## src/hw/rtl/h4pd_pkg.sv

```systemverilog
// ----------------------------------------------------------------------------
// h4pd_pkg
// Shared types and constants for the H4 packet deframer.
// ----------------------------------------------------------------------------
package h4pd_pkg;

    // H4 packet type bytes
    localparam logic [7:0] TYPE_CMD    = 8'h01;
    localparam logic [7:0] TYPE_ACL    = 8'h02;
    localparam logic [7:0] TYPE_SCO    = 8'h03;
    localparam logic [7:0] TYPE_EVT    = 8'h04;
    localparam logic [7:0] TYPE_VENDOR = 8'hff;

    // Stream widths
    localparam int unsigned DATA_W = 8;
    localparam int unsigned USER_W = 8;
    localparam int unsigned HPOS_W = 3;
    localparam int unsigned LEN_W  = 16;

    // Packet type code carried with every beat
    typedef enum logic [2:0] {
        PT_CMD    = 3'd0,
        PT_ACL    = 3'd1,
        PT_SCO    = 3'd2,
        PT_EVT    = 3'd3,
        PT_VENDOR = 3'd4
    } t_ptype;

    // What happened to a beat
    typedef enum logic [1:0] {
        KIND_FWD  = 2'd0,
        KIND_DROP = 2'd1,
        KIND_UNK  = 2'd2
    } t_kind;

    // Parser phase
    typedef enum logic [1:0] {
        PH_IDLE    = 2'd0,
        PH_HEADER  = 2'd1,
        PH_PAYLOAD = 2'd2,
        PH_VENDOR  = 2'd3
    } t_phase;

    // One result beat
    typedef struct packed {
        logic [DATA_W-1:0] data;
        t_kind             kind;
        logic              first;
        logic              last;
        t_ptype            ptype;
    } t_result;

    // Offset of the last header byte for a given packet type
    function automatic logic [HPOS_W-1:0] header_last(input t_ptype t);
        logic [HPOS_W-1:0] hl;
        begin
            hl = HPOS_W'(3);
            if (t == PT_ACL) begin
                hl = HPOS_W'(4);
            end else if (t == PT_EVT) begin
                hl = HPOS_W'(2);
            end
            return hl;
        end
    endfunction

endpackage

```

## src/hw/rtl/h4pd_parser.sv

```systemverilog
// ----------------------------------------------------------------------------
// h4pd_parser
// Packet boundary tracker: decodes one byte per step and updates the header
// position, length and payload counters.
// ----------------------------------------------------------------------------
module h4pd_parser (
    input  logic                          i_clk,
    input  logic                          i_rst_n,
    input  logic                          i_step,
    input  logic [h4pd_pkg::DATA_W-1:0]   i_byte,
    input  logic                          i_chunk_end,
    input  logic                          i_drop_vendor,
    output h4pd_pkg::t_result             o_result
);
    import h4pd_pkg::*;

    t_phase              r_phase,   n_phase;
    t_ptype              r_type,    n_type;
    logic [HPOS_W-1:0]   r_hpos,    n_hpos;
    logic [DATA_W-1:0]   r_len_lo,  n_len_lo;
    logic [LEN_W-1:0]    r_remain,  n_remain;

    logic [LEN_W-1:0]    w_len;
    logic [LEN_W-1:0]    w_remain_dec;
    t_kind               w_vendor_kind;

    assign w_vendor_kind = i_drop_vendor ? KIND_DROP : KIND_FWD;
    assign w_remain_dec  = r_remain - LEN_W'(1);
    // ACL length is little-endian; the high byte is the current one
    assign w_len = (r_type == PT_ACL) ? {i_byte, r_len_lo} : {{(LEN_W-DATA_W){1'b0}}, i_byte};

    // Next state and result for the current byte
    always_comb begin
        n_phase  = r_phase;
        n_type   = r_type;
        n_hpos   = r_hpos;
        n_len_lo = r_len_lo;
        n_remain = r_remain;

        o_result.data  = i_byte;
        o_result.kind  = KIND_FWD;
        o_result.first = 1'b0;
        o_result.last  = 1'b0;
        o_result.ptype = PT_CMD;

        unique case (r_phase)
            PH_IDLE: begin
                n_hpos = HPOS_W'(1);
                unique case (i_byte)
                    TYPE_CMD: begin
                        o_result.first = 1'b1;
                        o_result.ptype = PT_CMD;
                        n_type  = PT_CMD;
                        n_phase = PH_HEADER;
                    end
                    TYPE_ACL: begin
                        o_result.first = 1'b1;
                        o_result.ptype = PT_ACL;
                        n_type  = PT_ACL;
                        n_phase = PH_HEADER;
                    end
                    TYPE_SCO: begin
                        o_result.first = 1'b1;
                        o_result.ptype = PT_SCO;
                        n_type  = PT_SCO;
                        n_phase = PH_HEADER;
                    end
                    TYPE_EVT: begin
                        o_result.first = 1'b1;
                        o_result.ptype = PT_EVT;
                        n_type  = PT_EVT;
                        n_phase = PH_HEADER;
                    end
                    TYPE_VENDOR: begin
                        // type byte is never last, even at a chunk end
                        o_result.first = 1'b1;
                        o_result.ptype = PT_VENDOR;
                        o_result.kind  = w_vendor_kind;
                        n_type  = PT_VENDOR;
                        n_phase = PH_VENDOR;
                    end
                    default: begin
                        // unknown type: discard, stay idle to resync
                        o_result.kind = KIND_UNK;
                        n_hpos        = r_hpos;
                    end
                endcase
            end
            PH_HEADER: begin
                o_result.ptype = r_type;
                if (r_type == PT_ACL && r_hpos == HPOS_W'(3)) begin
                    n_len_lo = i_byte;
                end
                if (r_hpos >= header_last(r_type)) begin
                    n_remain = w_len;
                    n_hpos   = '0;
                    if (w_len == '0) begin
                        o_result.last = 1'b1;
                        n_phase       = PH_IDLE;
                    end else begin
                        n_phase = PH_PAYLOAD;
                    end
                end else begin
                    n_hpos = r_hpos + HPOS_W'(1);
                end
            end
            PH_PAYLOAD: begin
                o_result.ptype = r_type;
                n_remain       = w_remain_dec;
                if (w_remain_dec == '0) begin
                    o_result.last = 1'b1;
                    n_phase       = PH_IDLE;
                end
            end
            PH_VENDOR: begin
                // vendor packet closes on the first chunk end
                o_result.ptype = PT_VENDOR;
                o_result.kind  = w_vendor_kind;
                if (i_chunk_end) begin
                    o_result.last = 1'b1;
                    n_phase       = PH_IDLE;
                end
            end
            default: begin
                n_phase = PH_IDLE;
            end
        endcase
    end

    // Parser state, advanced once per byte
    always_ff @(posedge i_clk) begin
        if (!i_rst_n) begin
            r_phase  <= PH_IDLE;
            r_type   <= PT_CMD;
            r_hpos   <= '0;
            r_len_lo <= '0;
            r_remain <= '0;
        end else if (i_step) begin
            r_phase  <= n_phase;
            r_type   <= n_type;
            r_hpos   <= n_hpos;
            r_len_lo <= n_len_lo;
            r_remain <= n_remain;
        end
    end

endmodule

```

## src/hw/rtl/h4_packet_deframer_unit.sv

```systemverilog
// ----------------------------------------------------------------------------
// h4_packet_deframer_unit
// H4 byte stream deframer: marks packet boundaries and tags each byte.
// ----------------------------------------------------------------------------
// One input beat is one stream byte, and every input beat yields exactly one
// output beat, at a sustained rate of one byte per clock while m_axis_tready
// stays high. A byte passes an input register, is parsed by the packet tracker
// and lands in an output register, from which it is offered on the master side;
// s_axis_tready follows m_axis_tready within the same cycle once both
// registers hold data. drop_vendor is written on the cfg channel, which is
// always ready, and should only change while no beat is in flight.
// ----------------------------------------------------------------------------
module h4_packet_deframer_unit (
    input  logic                          i_clk,
    input  logic                          i_rst_n,
    // configuration
    input  logic                          i_cfg_valid,
    output logic                          o_cfg_ready,
    input  logic                          i_cfg_data,      // drop_vendor
    // byte stream in
    input  logic                          s_axis_tvalid,
    output logic                          s_axis_tready,
    input  logic [h4pd_pkg::DATA_W-1:0]   s_axis_tdata,    // [7:0] in_byte
    input  logic                          s_axis_tlast,    // chunk_end
    // tagged byte stream out
    output logic                          m_axis_tvalid,
    input  logic                          m_axis_tready,
    output logic [h4pd_pkg::DATA_W-1:0]   m_axis_tdata,    // [7:0] out_byte
    output logic [h4pd_pkg::USER_W-1:0]   m_axis_tuser,    // [1:0] byte_kind,
                                                           // [2] first_of_packet,
                                                           // [5:3] packet_type,
                                                           // [7:6] zero
    output logic                          m_axis_tlast     // last_of_packet
);
    import h4pd_pkg::*;

    logic                r_drop_vendor;
    logic                r_in_valid;
    logic [DATA_W-1:0]   r_in_byte;
    logic                r_in_last;
    logic                r_out_valid;
    t_result             r_out;

    logic                w_out_free;
    logic                w_advance;
    t_result             w_result;

    // Configuration register
    assign o_cfg_ready = 1'b1;

    always_ff @(posedge i_clk) begin
        if (!i_rst_n) begin
            r_drop_vendor <= 1'b1;
        end else if (i_cfg_valid) begin
            r_drop_vendor <= i_cfg_data;
        end
    end

    // Pipeline flow control
    assign w_out_free    = !r_out_valid || m_axis_tready;
    assign w_advance     = r_in_valid && w_out_free;
    assign s_axis_tready = !r_in_valid || w_advance;

    // Input register
    always_ff @(posedge i_clk) begin
        if (!i_rst_n) begin
            r_in_valid <= 1'b0;
        end else if (s_axis_tready) begin
            r_in_valid <= s_axis_tvalid;
        end
    end

    always_ff @(posedge i_clk) begin
        if (s_axis_tvalid && s_axis_tready) begin
            r_in_byte <= s_axis_tdata;
            r_in_last <= s_axis_tlast;
        end
    end

    // Packet tracker
    h4pd_parser u_parser (
        .i_clk         (i_clk),
        .i_rst_n       (i_rst_n),
        .i_step        (w_advance),
        .i_byte        (r_in_byte),
        .i_chunk_end   (r_in_last),
        .i_drop_vendor (r_drop_vendor),
        .o_result      (w_result)
    );

    // Output register
    always_ff @(posedge i_clk) begin
        if (!i_rst_n) begin
            r_out_valid <= 1'b0;
        end else if (w_out_free) begin
            r_out_valid <= r_in_valid;
        end
    end

    always_ff @(posedge i_clk) begin
        if (w_advance) begin
            r_out <= w_result;
        end
    end

    assign m_axis_tvalid = r_out_valid;
    assign m_axis_tdata  = r_out.data;
    assign m_axis_tuser  = {2'b00, r_out.ptype, r_out.first, r_out.kind};
    assign m_axis_tlast  = r_out.last;

endmodule

```

## config.mk

```make
export PLATFORM = sky130hd
export DESIGN_NAME = h4_packet_deframer_unit
export DESIGN_NICKNAME = d
export VERILOG_FILES = /design/src/hw/rtl/h4pd_pkg.sv /design/src/hw/rtl/h4pd_parser.sv /design/src/hw/rtl/h4_packet_deframer_unit.sv
export SDC_FILE = /design/constraint.sdc
export NUM_CORES = 1
export LEC_CHECK = 0
export BUFFER_PORTS_ARGS = -buffer_cell sky130_fd_sc_hd__buf_2
export CAP_MARGIN = 20
export CORE_MARGIN = 2
export CORE_UTILIZATION = 45
export CTS_CLUSTER_DIAMETER = 30
export CTS_CLUSTER_SIZE = 25
export DETAILED_ROUTE_END_ITERATION = 16
export GPL_ROUTABILITY_DRIVEN = 0
export PLACE_DENSITY = 0.67
export SYNTH_ARGS = -nofsm -noshare
export SYNTH_HDL_FRONTEND = slang
export SYNTH_HIERARCHICAL = 1
export SYNTH_SLANG_ARGS = --single-unit
export TNS_END_PERCENT = 100
```

## constraint.sdc

```tcl
create_clock -name i_clk -period 3.16 [get_ports i_clk]
set_input_delay 0.316 -clock i_clk [delete_from_list [all_inputs] [get_ports i_clk]]
set_output_delay 0.316 -clock i_clk [all_outputs]
set_load 0.005 [all_outputs]
```

Yosys cells after proc, flatten, opt, wreduce, memory -nomap -nowiden
Index checks and enable logic that the tools add are counted.
{ "totals": {"register_bits": 59, "output_inout_bits": 20, "word_cells": 82, "inputBits": 15} }
{ "op_classes": {"eq_ne": 16, "order_cmp": 1, "reduce_logical": 21, "n_mux": 27, "addsub": 2} }
{ "ops": {"columns": ["op", "n"], "rows": [
  ["logical NOT 16 bit", 2],
  ["two-way mux 16 bit", 2],
  ["one-hot mux 16 bit (2 select lines)", 1],
  ["== test 8 x 2 -> 1 bit (second input constant)", 2],
  ["subtractor 16 x 1 -> 16 bit (second input constant)", 1],
  ["one-hot mux 3 bit (5 select lines)", 1],
  ["two-way mux 3 bit", 4],
  ["one-hot mux 2 bit (2 select lines)", 3],
  ["one-hot mux 3 bit (4 select lines)", 1],
  ["AND reduction 3 bit", 4],
  ["one-hot mux 3 bit (3 select lines)", 1],
  ["== test 8 x 1 -> 1 bit (second input constant)", 1],
  ["== test 8 x 3 -> 1 bit (second input constant)", 1],
  ["== test 8 bit (second input constant)", 1],
  ["two-way mux 2 bit", 4],
  ["one-hot mux 2 bit (4 select lines)", 1],
  ["two-way mux 1 bit", 7],
  ["== test 3 x 2 -> 1 bit (second input constant)", 2],
  ["one-hot mux 3 bit (2 select lines)", 1],
  ["AND reduction 5 bit", 1],
  ["nonzero test 5 bit", 1],
  ["OR reduction 5 bit", 1],
  ["== test 2 bit (second input constant)", 2],
  ["!= test 2 x 1 -> 1 bit (second input constant)", 2],
  ["14 further kinds", 20]
]} }

Longest topological paths before layout
Gate-level depths: netlist of run 1.
{ "depth": {"ltp_word": 7, "ltp_mapped": 11, "depth_no_buf": 10} }

Hierarchy
The synthesis of run 1 kept the hierarchy.
{ "modules_own_cells": {"columns": ["module", "n_inst", "cells_each", "area_per_inst_um2"], "rows": [
  ["h4pd_parser", 1, 309, 2338.5],
  ["h4_packet_deframer_unit", 1, 41, 888.4]
]} }

Least setup slack after synthesis of run 1
OpenSTA, ideal clock, no wires.
{ "synth_timing": {"path_type": "register -> register", "startpoint": "reg r_out_valid (netlist: m_axis_tvalid)", "endpoint": "reg u_parser.r_hpos[2]", "setup_ns": 0.071, "path_slack_ns": 0.694, "path_buffers": 0, "arrival_time_ns": 2.396, "path_stages_with_launch": 7, "period_less_slack_ns": 2.466, "path_cell_list": "dfxtp_1 > nor2b_4 > nor2b_1 > o21ai_0 > or2_2 > or3_1 > a21oi_1"} }
{ "synth_via": {"elab_chain_cells": 4} }
{ "synth_lines": {"columns": ["element", "line_no", "rtl"], "rows": [
  ["start, declared", "h4_packet_deframer_unit.sv:41", "logic r_out_valid;"],
  ["start signal, assigned", "h4_packet_deframer_unit.sv:96", "r_out_valid <= r_in_valid;"],
  ["logical NOT 1 bit", "h4_packet_deframer_unit.sv:60", "assign w_out_free = !r_out_valid || m_axis_tready;"],
  ["logical OR 1 bit", "h4_packet_deframer_unit.sv:60", null],
  ["logical AND 1 bit", "h4_packet_deframer_unit.sv:61", "assign w_advance = r_in_valid && w_out_free;"],
  ["via w_advance", "h4_packet_deframer_unit.sv:45", "logic w_advance;"],
  ["AND reduction 3 bit (no source line)", null, null],
  ["end signal, assigned", "h4pd_parser.sv:141", "r_hpos <= n_hpos;"],
  ["end, declared", "h4pd_parser.sv:19", "logic [HPOS_W-1:0] r_hpos, n_hpos;"]
]} }
The timed path passes the listed nets, and every way through them passes these cells.
A chain may end at the register's enable or synchronous reset.

Final worst setup path of run 1
{ "layout_timing": {"startpoint": "reg u_parser.r_type[2]", "endpoint": "reg u_parser.r_remain[0]"} }
{ "layout_via": {"elab_chain_cells": 7, "word_cells_on_any_way": 11, "classes_between": "1 x order compare; 3 x eq/ne; 6 x mux; 1 x reduce/logical"} }
{ "layout_lines": {"columns": ["element", "line_no", "rtl"], "rows": [
  ["start, declared", "h4pd_parser.sv:18", "t_ptype r_type, n_type;"],
  ["start signal, assigned", "h4pd_parser.sv:140", "r_type <= n_type;"],
  ["== test 3 x 2 -> 1 bit", "h4pd_pkg.sv:60", "end else if (t == PT_EVT) begin"],
  ["two-way mux 1 bit", "h4pd_pkg.sv:60", null],
  ["two-way mux 3 bit", "h4pd_pkg.sv:58", "if (t == PT_ACL) begin"],
  ["two-way mux 3 bit", "h4pd_parser.sv:46", "unique case (r_phase)"],
  [">= comparator 3 bit", "h4pd_parser.sv:94", "if (r_hpos >= header_last(r_type)) begin"],
  ["!= test 2 x 1 -> 1 bit (no source line)", null, null],
  ["AND reduction 3 bit (no source line)", null, null],
  ["end signal, assigned", "h4pd_parser.sv:143", "r_remain <= n_remain;"],
  ["end, declared", "h4pd_parser.sv:21", "logic [LEN_W-1:0] r_remain, n_remain;"]
]} }
Several ways; a longest one is shown, not always the timed one. The select of a mux whose other input is x is not followed.

==> results of run 1 <==
-- synthesized netlist by cell type, types with 8 or more instances --
| library cell | count | area share [%] |
|---|---|---|
| o21ai_0 | 22 | 3.4 |
| ha_1 | 11 | 4.3 |
| mux2i_1 | 15 | 4.7 |
| nor2_1 | 42 | 4.9 |
| inv_1 | 8 | 0.93 |
| edfxtp_1 | 24 | 22 |
| nor3_1 | 12 | 1.9 |
| dfxtp_1 | 35 | 22 |
| nand2_1 | 30 | 3.5 |
| buf_4 | 13 | 3.0 |
| a21oi_1 | 26 | 4.0 |
| clkbuf_1 | 8 | 0.93 |
-- power groups by stage --
| stage | combinational [mW] | clock, mW | sequential [mW] |
|---|---|---|---|
| after floorplan | 0.0709 | 0 | 0.842 |
| after global placement | 0.0928 | 0 | 0.851 |
| after detailed placement | 0.0942 | 0 | 0.851 |
| after CTS | 0.0944 | 0.636 | 0.833 |
| after global routing | 0.105 | 0.667 | 0.836 |
| final | 0.0951 | 0.617 | 0.834 |
-- path summary, 6_finish.rpt --
path	end
worst max-delay path	u_parser/r_remain[0]$_SDFFE_PN0P_
worst max register to register	u_parser/r_remain[0]$_SDFFE_PN0P_
worst min register to register	r_drop_vendor$_SDFFE_PN1P_
worst min-delay path	r_in_last$_DFFE_PP_
-- logic make-up (layout without fill, tap and decap cells) --
logic type               after synthesis  after routing
AO/OA/AOI/OAI                         85             85
XOR/XNOR                               6              6
adder cells (fa/ha/maj)               11             11
buffers and inverters                 39             63
flip-flops                            59             59
multiplexers                          16             16
other                                  2              3
AND/OR/NAND/NOR                      132            132
-- sequential cells by signal, summed over array words and instances, names as in the netlist --
signal	cells
r_drop_vendor	1
m_axis_tdata	8
u_parser/r_phase	2
u_parser/r_hpos	3
r_in_valid	1
m_axis_tuser	6
r_in_last	1
u_parser/r_len_lo	8
r_in_byte	8
m_axis_tlast	1
m_axis_tvalid	1
u_parser/r_type	3
u_parser/r_remain	16
-- through the flow --
step | power [mW] | setup slack (ns) | hold WS (ns)
floorplan | 0.913 | 0.694 | 0.378
global placement | 0.944 | 0.613 | 0.463
detailed placement | 0.945 | 0.550 | 0.465
CTS | 1.56 | 0.532 | 0.125
global route | 1.61 | 0.233 | 0.121
finish | 1.55 | 0.484 | 0.135
-- layer usage --
metal	up-vias	wire, µm	global-route usage (%)
met5	-	0	0
met4	0	123	6.75
met3	9	310	4.76
met2	64	3260	30.0
met1	1241	3500	28.7
li1	1291	-	-
-- final cells by class --
class,count,share of cell area [%]
multi-input cells,253,45.0
flip-flops and latches,59,40.1
repair buffers,36,5.43
clock buffers,9,3.49
well taps,96,3.39
clock inverters,7,1.48
inverters,11,1.16
-- worst max-delay path: cells and delay by family, from the launching register on --
| kind | cells | cell delay [ns] |
|---|---|---|
| buf+inv | 2 | 0.43 |
| flops | 1 | 0.32 |
| compound gates | 3 | 0.76 |
| fa+ha+maj | 1 | 0.22 |
| simple gates | 5 | 0.82 |
-- cell usage in the layout, fill, tap and decap left out, types with 3 or more instances in the layout --
master	count
a211oi_1	7
a21oi_1	26
a221oi_1	4
buf_2	31
buf_4	5
clkbuf_8	9
conb_1	3
dfxtp_1	35
edfxtp_1	24
ha_1	11
inv_1	8
mux2i_1	15
nand2_1	30
nand2b_1	4
nand3_1	7
nand3b_1	3
nand4_1	3
nor2_1	42
nor3_1	12
nor4_1	4
o21a_1	4
o21ai_0	22
o21ai_1	4
o22ai_1	3
or3_1	3
xnor2_1	4
==> impl_metrics.tcl, run 1 <==
set metrics [dict create \
    worstMarginPinSlew_ns 0.856 \
    postCtsHoldBufs 0 \
    nFillCells 644 \
    r2r_slack_ns 0.48 \
    fin_crit_ns 2.68 \
    fin_nets 396 \
    insertion_delay_ns 0.35 \
    num_rows 30 \
    h-tree-depth 3 \
    multi_input_area_mm2 0.00159 \
    grt.overflow.total 0 \
    synth_edf_count 24 \
    seq_area_mm2 0.00142 \
    p_sw_share_pct 26.3 \
    post_cts_buffers 0 \
    status "finished clean" \
    yosys.area_share.simple_pct 21.9 \
    cp_max_fo 11 \
    cpMaxStageDelayCell "nand3b_1" \
    timing.fmax_mhz 374 \
    ys.flop_type "dfxtp_1" \
    hpwl_mm 5.09 \
    hold_viol 0 \
    setup-violations-final 0 \
    worstSetupStartpoint "u_parser/r_type[2]$_SDFFE_PN0P_" \
    synth_top_family_by_area "simple AND/OR/NAND/NOR gates" \
    clk_pin_slew_ns 0.07 \
    synthToLayoutAreaGrowth_pct 9.89 \
    dieWidth_um 88.7 \
    slew_viol_final 0 \
    fin_area_mm2 0.00355 \
    period_share_pct 84.7 \
    grt_pass1_wl_mm 12.0 \
    synth_seq_cells 59 \
    synth_seq_area_share_pct 44.0 \
    clock_power_share_pct 39.9 \
    tns_ns 0 \
    placed_cell_area_mm2 0.00337 \
    slew_headroom_pct 42.6 \
    remaining_drc_errors 0 \
    hold_path.class "primary input to flop" \
    cp-end-kind "flop" \
    clk_path_buf_depth 2 \
    synth_mux_area_share_pct 5.00 \
    drt_iter0_drc 225 \
    vias 2605 \
    utilization_pct 51.6 \
    synth_compound_area_share_pct 16.2 \
    synth_fa_ha_area_share_pct 4.27 \
    switchingPower_uw 407 \
    grt_start_max_net_pins 31 \
    yosysUniqueCellTypes 65 \
    cp-start-kind "flop" \
    leakage_nw 1.33 \
    io_pins 35 \
    grt_usage_pct 20.1 \
    r2r-start "u_parser/r_type[2]$_SDFFE_PN0P_" \
    placed_cells 455 \
    slowest_delay_ns 0.36 \
    start_util_pct 47.0 \
    skew_ns 0.00774 \
    ff2ff_path_depth 11 \
    combPwrFrac_pct 6.2 \
    min-delay-start "s_axis_tlast" \
    wl_per_cell_um 15.3 \
    dieHeight_um 88.7 \
    internal-power_mw 1.14 \
    final_cells 471 \
    cts_tree "done" \
    cts-resized-gates 0 \
    layout-drive-gt1-share_pct 18.4 \
    cp.required_ns 3.37 \
    power_density_mw_per_mm2 436 \
    portBuffers 31 \
    core_area_mm2 0.00687 \
    hold_path_depth 1 \
    antenna_left 0 \
    rsz0062_at_grt "false" \
    grt_pass1_vias 2346 \
    ir_drop_uv 353 \
    drtPass1Iterations 4 \
    synth_area_mm2 0.00323 \
    syn_area_per_cell_um2 9.22 \
    dieArea_mm2 0.00786 \
    cp.arrival_ns 2.89 \
    cts-root-buf "clkbuf_8" \
    cts_buffers 9 \
    n_antenna_cell 0 \
    finalWirelength_mm 7.19 \
    yosysWarningCount 6 \
    path_class "flop to flop" \
    max_cap_violations 0 \
    cts_sinks 59 \
    async_reset_ff_share_pct 0 \
    syn_inst 350 \
    path_cells "nand2b_1 -> nor2_1 -> buf_4 -> ha_1 -> a211oi_1 -> o21ai_0 -> nand3b_1 -> buf_4 -> nor3_1 -> a211oi_1 -> nor2_1" \
    yosys.area_share.xor_xnor_pct 1.63 \
    antenna_found_initial 0 \
    seq_power_share_pct 53.9 \
    via_per_inst 5.53 \
]
Power figures use the tool's default switching activity.
==> inputs of run 2 (changes only) <==
Settings changed: ABC_AREA from default to 1, PLACE_DENSITY 0.67 to 0.69.
Clock period 3.16 ns to 2.16 ns, I/O delays scaled along.
==> run 2 against run 1 <==
  * Via count grew 10%
  * Sequential cell count did not move
  * Critical path type unchanged
  * Critical endpoint is now u_parser/r_remain[14]$_SDFFE_PN0P_
  * Worst hold slack worse by 0.085 ns
  * Largest power group unchanged
  * Setup slack worse by 0.31 ns
==> impl_metrics.tcl, run 2 <==
set metrics [dict create \
    fin_area_mm2 0.00375 \
    start_util_pct 46.0 \
    dieWidth_um 89.9 \
    hpwl_mm 5.51 \
    max_cap_violations 0 \
    fin_nets 487 \
    yosysUniqueCellTypes 35 \
    top_register "u_parser/r_remain" \
    async_reset_ff_share_pct 0 \
    drtPass1Iterations 7 \
    largest_reg_flops 16 \
    min-delay-start "s_axis_tlast" \
    dieHeight_um 89.9 \
    ys.flop_type "dfxtp_1" \
    antenna_left 0 \
    syn_inst 429 \
    place_ws_ns 0.117 \
    grt_usage_pct 19.0 \
    slowest_delay_ns 0.32 \
    power_density_mw_per_mm2 587 \
    clk_pin_slew_ns 0.06 \
    finalWirelength_mm 7.52 \
    layout_common_cells "76 x nand2_1, 55 x nor2_1, 52 x inv_1, 35 x dfxtp_1, 32 x buf_2" \
    layout-drive-gt1-share_pct 18.5 \
    grt.overflow.total 0 \
    clk_path_buf_depth 2 \
    placed_cell_area_mm2 0.00353 \
    cp.arrival_ns 2.22 \
    synth_seq_cells 59 \
    path_class "flop to flop" \
    final_cells 564 \
    postCtsHoldBufs 0 \
    cts-root-buf "clkbuf_8" \
    hold_path.class "primary input to flop" \
    antenna_found_initial 0 \
    synth_edf_count 24 \
    drt_iter0_drc 193 \
    via_per_inst 5.10 \
    fin_crit_ns 1.99 \
    cts_sinks 59 \
    synth_seq_area_share_pct 42.8 \
    num_rows 31 \
    grt_start_max_net_pins 21 \
    wl_per_cell_um 13.3 \
    yosysWarningCount 6 \
    syn_area_per_cell_um2 7.74 \
    cts_tree "done" \
    core_area_mm2 0.00721 \
    cp.required_ns 2.39 \
    insertion_delay_ns 0.34 \
    n_antenna_cell 0 \
    cpMaxStageDelayCell "dfxtp_1" \
    synth_area_mm2 0.00332 \
    r2r-start "u_parser/r_type[2]$_SDFFE_PN0P_" \
    placed_cells 546 \
    synth_area_leaders "edfxtp_1 22%, dfxtp_1 21%, nand2_1 8.7%" \
    leakage_nw 1.67 \
    hold_viol 0 \
    yosysTopAreaCell "edfxtp_1" \
    synth_top_area_share_pct 21.7 \
    timing.fmax_mhz 503 \
    path_cells "inv_1 -> nand3_2 -> ha_1 -> a21oi_1 -> nand3_1 -> nor2_2 -> inv_1 -> nand2_4 -> clkinvlp_4 -> buf_4 -> o21ai_0 -> a21oi_1" \
    grt_pass1_wl_mm 12.3 \
    cp_max_fo 6 \
    vias 2874 \
    tns_ns 0 \
    rsz0062_at_grt "false" \
    period_share_pct 92.1 \
    cp-end-kind "flop" \
    dieArea_mm2 0.00808 \
    fin_ws_ns 0.170 \
    portBuffers 31 \
    ir_drop_uv 542 \
    cts_buffers 9 \
    cp-start-kind "flop" \
    grt_pass1_vias 2676 \
    yosysMostFrequentCell "nand2_1" \
    setup-violations-final 0 \
    skew_ns 0.00591 \
    final_common_cell "nand2_1" \
    h-tree-depth 3 \
    status "finished clean" \
    synthToLayoutAreaGrowth_pct 12.9 \
    worstSetupStartpoint "u_parser/r_type[2]$_SDFFE_PN0P_" \
    io_pins 35 \
    netlist_top_cells_count "77 x nand2_1, 56 x nor2_1, 53 x inv_1" \
    slew_viol_final 0 \
    remaining_drc_errors 0 \
    utilization_pct 52.0 \
]
==> run 2: cell families (layout without fill, tap and decap cells) <==
group                    Yosys count  in the layout  share of synthesized area (%)
AO/OA/AOI/OAI                     86             86                           15.0
XOR/XNOR                           4              4                           1.06
adder cells (fa/ha/maj)           11             11                           4.14
buffers and inverters             79            114                           10.6
flip-flops                        59             59                           42.8
other                              2              3                          0.226
AND/OR/NAND/NOR                  188            188                           26.1
==> run 2: worst paths after layout <==
path	slack (ns)	endpoint	depth (start not counted)
hold reg to reg	0.47	r_drop_vendor$_SDFFE_PN1P_	2
hold / removal	0.05	r_in_last$_DFFE_PP_	1
setup reg to reg	0.17	u_parser/r_remain[14]$_SDFFE_PN0P_	12
setup / recovery	0.17	u_parser/r_remain[14]$_SDFFE_PN0P_	12
==> run 2: layer usage <==
metal	vias up	wire, µm	track usage [%]
met3	14	345	5.28
met5	-	0	0
li1	1465	-	-
met2	75	3590	30.7
met4	0	148	7.44
met1	1320	3430	24.2
==> run 2: layout make-up <==
class                      instances  area, µm²
fill                             716       3470
inverter                          57        218
timing repair buffer              42        248
clock buffer                      11        131
tap                               99        124
clock inverter                     4       18.8
sequential                        59       1420
multi-input combinational        292       1590
==> run 2: critical path, delay by kind of cell (launching register included) <==
| family | cells | cell delay [ns] |
|---|---|---|
| buf+inv | 4 | 0.40 |
| compound gates | 3 | 0.35 |
| fa+ha+maj | 1 | 0.32 |
| flops | 1 | 0.32 |
| simple gates | 4 | 0.47 |
==> run 2: what timing repair did <==
| action | 4_1_cts | 5_1_grt |
|---|---|---|
| endpoints found under the setup margin | 0 | 19 |
| gates resized for setup | 0 | 12 |
| setup buffers | 0 | 3 |
==> run 2: report_power, final <==
part | internal, mW | leakage, nW | switching (mW) | total (mW)
registers | 1.19 | 0.515 | 0.0208 | 1.21
clock network | 0.400 | 0.0804 | 0.408 | 0.808
logic | 0.0623 | 1.07 | 0.119 | 0.181
total | 1.65 | 1.67 | 0.548 | 2.20
==> run 2: per-stage QoR <==
| stage | hold WS [ns] | total power [mW] |
|---|---|---|
| after floorplan | 0.315 | 1.36 |
| after global placement | 0.392 | 1.41 |
| after detailed placement | 0.394 | 1.41 |
| after CTS | 0.0360 | 2.22 |
| after global routing | 0.0319 | 2.29 |
| final | 0.0506 | 2.20 |
